==> src/rtl/tmcw_pkg.sv <==
// package for the text mode console writer
// holds geometry defaults, operation codes, controller states and the
// command/status structs shared by the controller and the datapath
package tmcw_pkg;

	localparam int unsigned COLUMNS_DEF = 80;
	localparam int unsigned ROWS_DEF = 25;
	localparam int unsigned COL_W = 7;
	localparam int unsigned ROW_W = 5;
	localparam int unsigned CHAR_W = 8;
	localparam int unsigned ATTR_W = 8;
	localparam int unsigned CELL_W = CHAR_W + ATTR_W;
	localparam logic [ATTR_W-1:0] ATTR_RESET = 8'h07;
	localparam logic [CHAR_W-1:0] NEWLINE_CODE = 8'h0a;

	typedef enum logic [1:0] {
		OP_PUT_CHAR = 2'd0,
		OP_PUT_HEX  = 2'd1,
		OP_SET_CUR  = 2'd2,
		OP_READ     = 2'd3
	} op_t;

	typedef enum logic [2:0] {
		ST_CLEAR,
		ST_IDLE,
		ST_HEX,
		ST_SCROLL,
		ST_READ,
		ST_DONE
	} state_t;

	// controller to datapath
	typedef struct packed {
		logic load;       // capture the input item
		logic put_char;   // put the captured character
		logic put_hex;    // put the current hex digit and step the digit count
		logic set_cur;    // set cursor from the target
		logic read_req;   // issue the cell read
		logic clear_cell; // write one blank cell in the row being cleared
		logic clear_all;  // post-reset clear sweep step
		logic respond;    // drive the result strobe
	} dp_cmd_t;

	// datapath to controller
	typedef struct packed {
		logic scroll_pending; // a row must be cleared
		logic clear_last;     // last cell of the current clear sweep
		logic hex_none;       // no hex digits left
	} dp_status_t;

	function automatic logic [CHAR_W-1:0] hex_char(input logic [3:0] d);
		if (d < 4'd10)
			return CHAR_W'(8'h30 + {4'd0, d});
		return CHAR_W'(8'h41 + {4'd0, d} - 8'd10);
	endfunction

endpackage

==> src/rtl/tmcw_ctrl.sv <==
// controller state machine of the console writer
// depends on tmcw_pkg
module tmcw_ctrl import tmcw_pkg::*; (
	input  logic       clk,
	input  logic       arst_n,
	input  logic       start,
	input  logic [1:0] op,
	input  dp_status_t sts,
	output dp_cmd_t    cmd,
	output logic       busy
);
	state_t state_q, state_d;
	op_t op_q;

	always_ff @(posedge clk or negedge arst_n) begin
		if (!arst_n) begin
			state_q <= ST_CLEAR;
			op_q <= OP_PUT_CHAR;
		end else begin
			state_q <= state_d;
			if (state_q == ST_IDLE && start)
				op_q <= op_t'(op);
		end
	end

	always_comb begin
		state_d = state_q;
		cmd = '0;
		busy = 1'b1;
		case (state_q)
			ST_CLEAR: begin
				cmd.clear_all = 1'b1;
				if (sts.clear_last)
					state_d = ST_IDLE;
			end
			ST_IDLE: begin
				busy = 1'b0;
				if (start) begin
					cmd.load = 1'b1;
					case (op_t'(op))
						OP_PUT_CHAR: state_d = ST_HEX;
						OP_PUT_HEX:  state_d = ST_HEX;
						OP_SET_CUR:  state_d = ST_DONE;
						default:     state_d = ST_READ;
					endcase
				end
			end
			ST_HEX: begin
				if (op_q == OP_PUT_CHAR) begin
					cmd.put_char = 1'b1;
					state_d = ST_SCROLL;
				end else if (sts.hex_none) begin
					state_d = ST_DONE;
				end else begin
					cmd.put_hex = 1'b1;
					state_d = ST_SCROLL;
				end
			end
			ST_SCROLL: begin
				if (sts.scroll_pending) begin
					cmd.clear_cell = 1'b1;
					if (sts.clear_last)
						state_d = (op_q == OP_PUT_HEX && !sts.hex_none) ? ST_HEX : ST_DONE;
				end else begin
					state_d = (op_q == OP_PUT_HEX && !sts.hex_none) ? ST_HEX : ST_DONE;
				end
			end
			ST_READ: begin
				cmd.read_req = 1'b1;
				state_d = ST_DONE;
			end
			ST_DONE: begin
				if (op_q == OP_SET_CUR)
					cmd.set_cur = 1'b1;
				cmd.respond = 1'b1;
				state_d = ST_IDLE;
			end
			default: state_d = ST_IDLE;
		endcase
	end
endmodule

==> config.mk <==
export PLATFORM = sky130hd
export DESIGN_NAME = tmcw_ctrl
export DESIGN_NICKNAME = d
export VERILOG_FILES = /design/src/rtl/tmcw_pkg.sv /design/src/rtl/tmcw_ctrl.sv
export SDC_FILE = /design/constraint.sdc
export NUM_CORES = 1
export LEC_CHECK = 0
export BUFFER_PORTS_ARGS = -buffer_cell sky130_fd_sc_hd__buf_2
export CAP_MARGIN = 20
export CELL_PAD_IN_SITES_DETAIL_PLACEMENT = 0
export CELL_PAD_IN_SITES_GLOBAL_PLACEMENT = 1
export CORE_AREA = 2 2 39 41
export CTS_BUF_LIST = sky130_fd_sc_hd__clkbuf_4 sky130_fd_sc_hd__clkbuf_8
export CTS_CLUSTER_SIZE = 40
export DETAILED_ROUTE_END_ITERATION = 8
export DIE_AREA = 0 0 41 43
export PLACE_DENSITY_LB_ADDON = 0.1
export SLEW_MARGIN = 0
export SYNTH_ARGS = -nofsm -noshare
export SYNTH_HDL_FRONTEND = slang
export SYNTH_SLANG_ARGS = --single-unit
==> constraint.sdc <==
create_clock -name clk -period 1.5 [get_ports clk]
set_input_delay 0.225 -clock clk [delete_from_list [all_inputs] [get_ports clk]]
set_output_delay 0.225 -clock clk [all_outputs]
set_load 0.03 [all_outputs]
==> impl_metrics.yaml <==
run_status:
  status: "complete, but fails checks"
  violations: "negative setup slack"
sta:
  clock.fmax_mhz: 620
  period_share_pct: 108
  fin_skew_ps: 4.03
  rsz0062_at_grt: "yes"
  hold_viol_final: 0
  period_needed_ps: 1610
  setup_viol: 2
  fin_tns_setup_ps: -224
  slew_headroom_pct: 70.1
  worstMarginPinSlew_ps: 447
  drv_slew: 0
  fin_ws_ps: -114
setup_path:
  worstSetupPathType: "register to output port"
  slowest_stage: "or3b_4"
  crit_chain: "or3b_4 > nor3_4 > buf_6"
  crit_fanout: 5
  timing.critical_path.to_type: "output port"
  crit_arrival_ps: 1390
  startpoint_type: "register"
  required_ps: 1270
  max_stage_delay_ps: 440
cells_and_area:
  nets: 89
  seq_area_um2: 126
  diodes: 0
  syn_to_final_growth_pct: 99.7
  fill_cells: 127
  multiInputGateArea_um2: 308
  drive_above_1_share_pct: 70.0
cts:
  cts_buffers: 3
  clk_latency_ps: 240
  clockBufferDepth: 2
  root_buffer: "clkbuf_4"
  cts.sinks: 5
  htreeDepth: 1
  cts.reportedPaths.clkPinSlew_ps: 50
  cts_tree: "yes"
die:
  pin_count: 17
  die_x_um: 41
  start_util_pct: 29.3
  coreArea_um2: 1380
  fp-row-count: 14
  die_h_um: 43
  die-area_um2: 1760
global_routing:
  grt_start_max_net_pins: 8
  grt_pass1_vias: 503
  grt-ovfl-total: 0
  grt_pass1_wl_um: 2130
  grt_use_total_pct: 18.8
  antenna_found_initial: 0
power:
  seqPwrFrac_pct: 14.9
  leakage_nw: 0.375
  ir_drop_uv: 769
  combinationalPowerShare_pct: 75.6
  p_int_w: 0.000927
  powerDensity_nw_per_um2: 2000
  power_w: 0.00162
  p_sw_share_pct: 42.8
  switchingPower_w: 0.000693
  p_clk_share_pct: 9.4
synth:
  synth_area_leader_cell: "dfrtp_1"
  synth.top_cells.by_count: "5 x dfrtp_1, 5 x inv_1, 5 x nor3_1"
  synthTopCellsByArea: "dfrtp_1 31%, mux2_2 8.3%, a2111oi_4 6.8%"
  synth_edf_count: 0
  ys_types: 25
  synth_seq_cells: 5
  seq_area_frac_synth_pct: 30.9
  syn_area_per_cell_um2: 9.43
  ys.flop_type: "dfrtp_1"
  netlist_area_um2: 405
  synth_top_area_share_pct: 30.9
  synth_nets: 51
  yosysWarnings: 0
  async_flop_share_pct: 100
  synth_cells: 43
routing:
  vias_per_cell: 5.04
  num_vias: 484
  drt_iter0_drc: 5
  drt_wl_total_um: 1390
  wl_per_cell_um: 14.5
  ant_nets: 0
  route.detailed.drc: 0
  firstDrtPassIters: 4
placement:
  routabilityCongestion: 0.833
  place_hpwl_um: 962
  io_buffer_count: 16
run:
  timing.max_cap.violations: 0
hold_path:
  hold_path_class: "input port to register"
==> sequential cells by signal (all words and copies together) (netlist names) <==
register	count
state_q	3
op_q	2
==> placed cells by master, fill, tap and decap left out, types with 2 or more instances in the layout <==
cell type   n
buf_2       8
buf_4      15
buf_6      11
clkbuf_4    3
dfrtp_1     4
inv_1       3
mux2_2      3
nor2_1      2
nor3_4      5
o21a_1      2
or3b_4      2
==> repair_timing <==
action	CTS	global route
hold buffers	1	0
buffers inserted	10	1
pin swaps	5	6
resized for setup	21	8
hold endpoints to repair	5	0
setup endpoints to repair	7	10
==> per-layer routing <==
metal	GRT usage, %	vias up	part of all wire [%]
met5	0	-	0
met2	31.3	17	58
met4	12.0	0	1.1
li1	-	238	-
met3	3.66	2	5.0
met1	20.0	227	36
==> worst paths after layout <==
path / startpoint / to / slack [ps] / depth (start not counted)
worst max-delay path: state_q[0] / cmd[6] / -110 / 3
worst max register to register: state_q[0] / state_q[2] / 50 / 4
worst min register to register: op_q[0] / op_q[0] / 660 / 2
min in group asynchronous: arst_n / state_q[1] / 310 / 2
max in group asynchronous: arst_n / state_q[0] / 1040 / 2
worst min-delay path: op[0] / op_q[0] / 240 / 2
==> worst max-delay path, delay by kind of cell (launching register included) <==
family                 cells  cell delay (ps)
buffers and inverters      1              150
AND/OR/NAND/NOR            2              570
flip-flops                 1              430
==> cells by family (layout without fill, tap and decap cells) <==
logic type,after synthesis,count (layout),share of synthesized area [%]
AOI/OAI and AO/OA,10,10,23.8
buffers and inverters,8,45,8.33
DFF,5,5,30.9
muxes,3,3,8.33
and+or+nand+nor,17,17,28.7
==> layout make-up <==
type                    count  area share, %
inverters                   5           2.63
flip-flops and latches      5           15.6
multi-input cells          30           38.0
well taps                  16           2.47
repair buffers             36           37.9
clock buffers               3           2.78
clock inverters             1          0.618
==> power groups by stage <==
stage	combinational, W	clock [W]	sequential, W
after floorplan	0.000579	0	0.000258
after global placement	0.000842	0	0.000247
after detailed placement	0.000849	0	0.000252
after CTS	0.00112	0.000163	0.000240
after global routing	0.00130	0.000182	0.000248
final	0.00123	0.000153	0.000242
==> stage by stage <==
stage                     instances  worst slack [ps]  util [%]  hold slack, ps  cell area [um2]
after floorplan                  43             -32.3         -           -70.6              449
after global placement           80              31.3      42.5            42.1              588
after detailed placement         80              3.16      42.5            44.6              588
after CTS                        95              -167      54.9             230              759
after global routing             96              -184      58.5             231              810
final                            96              -114      58.5             240              810
No activity file was read; power rests on OpenSTA's default activity.
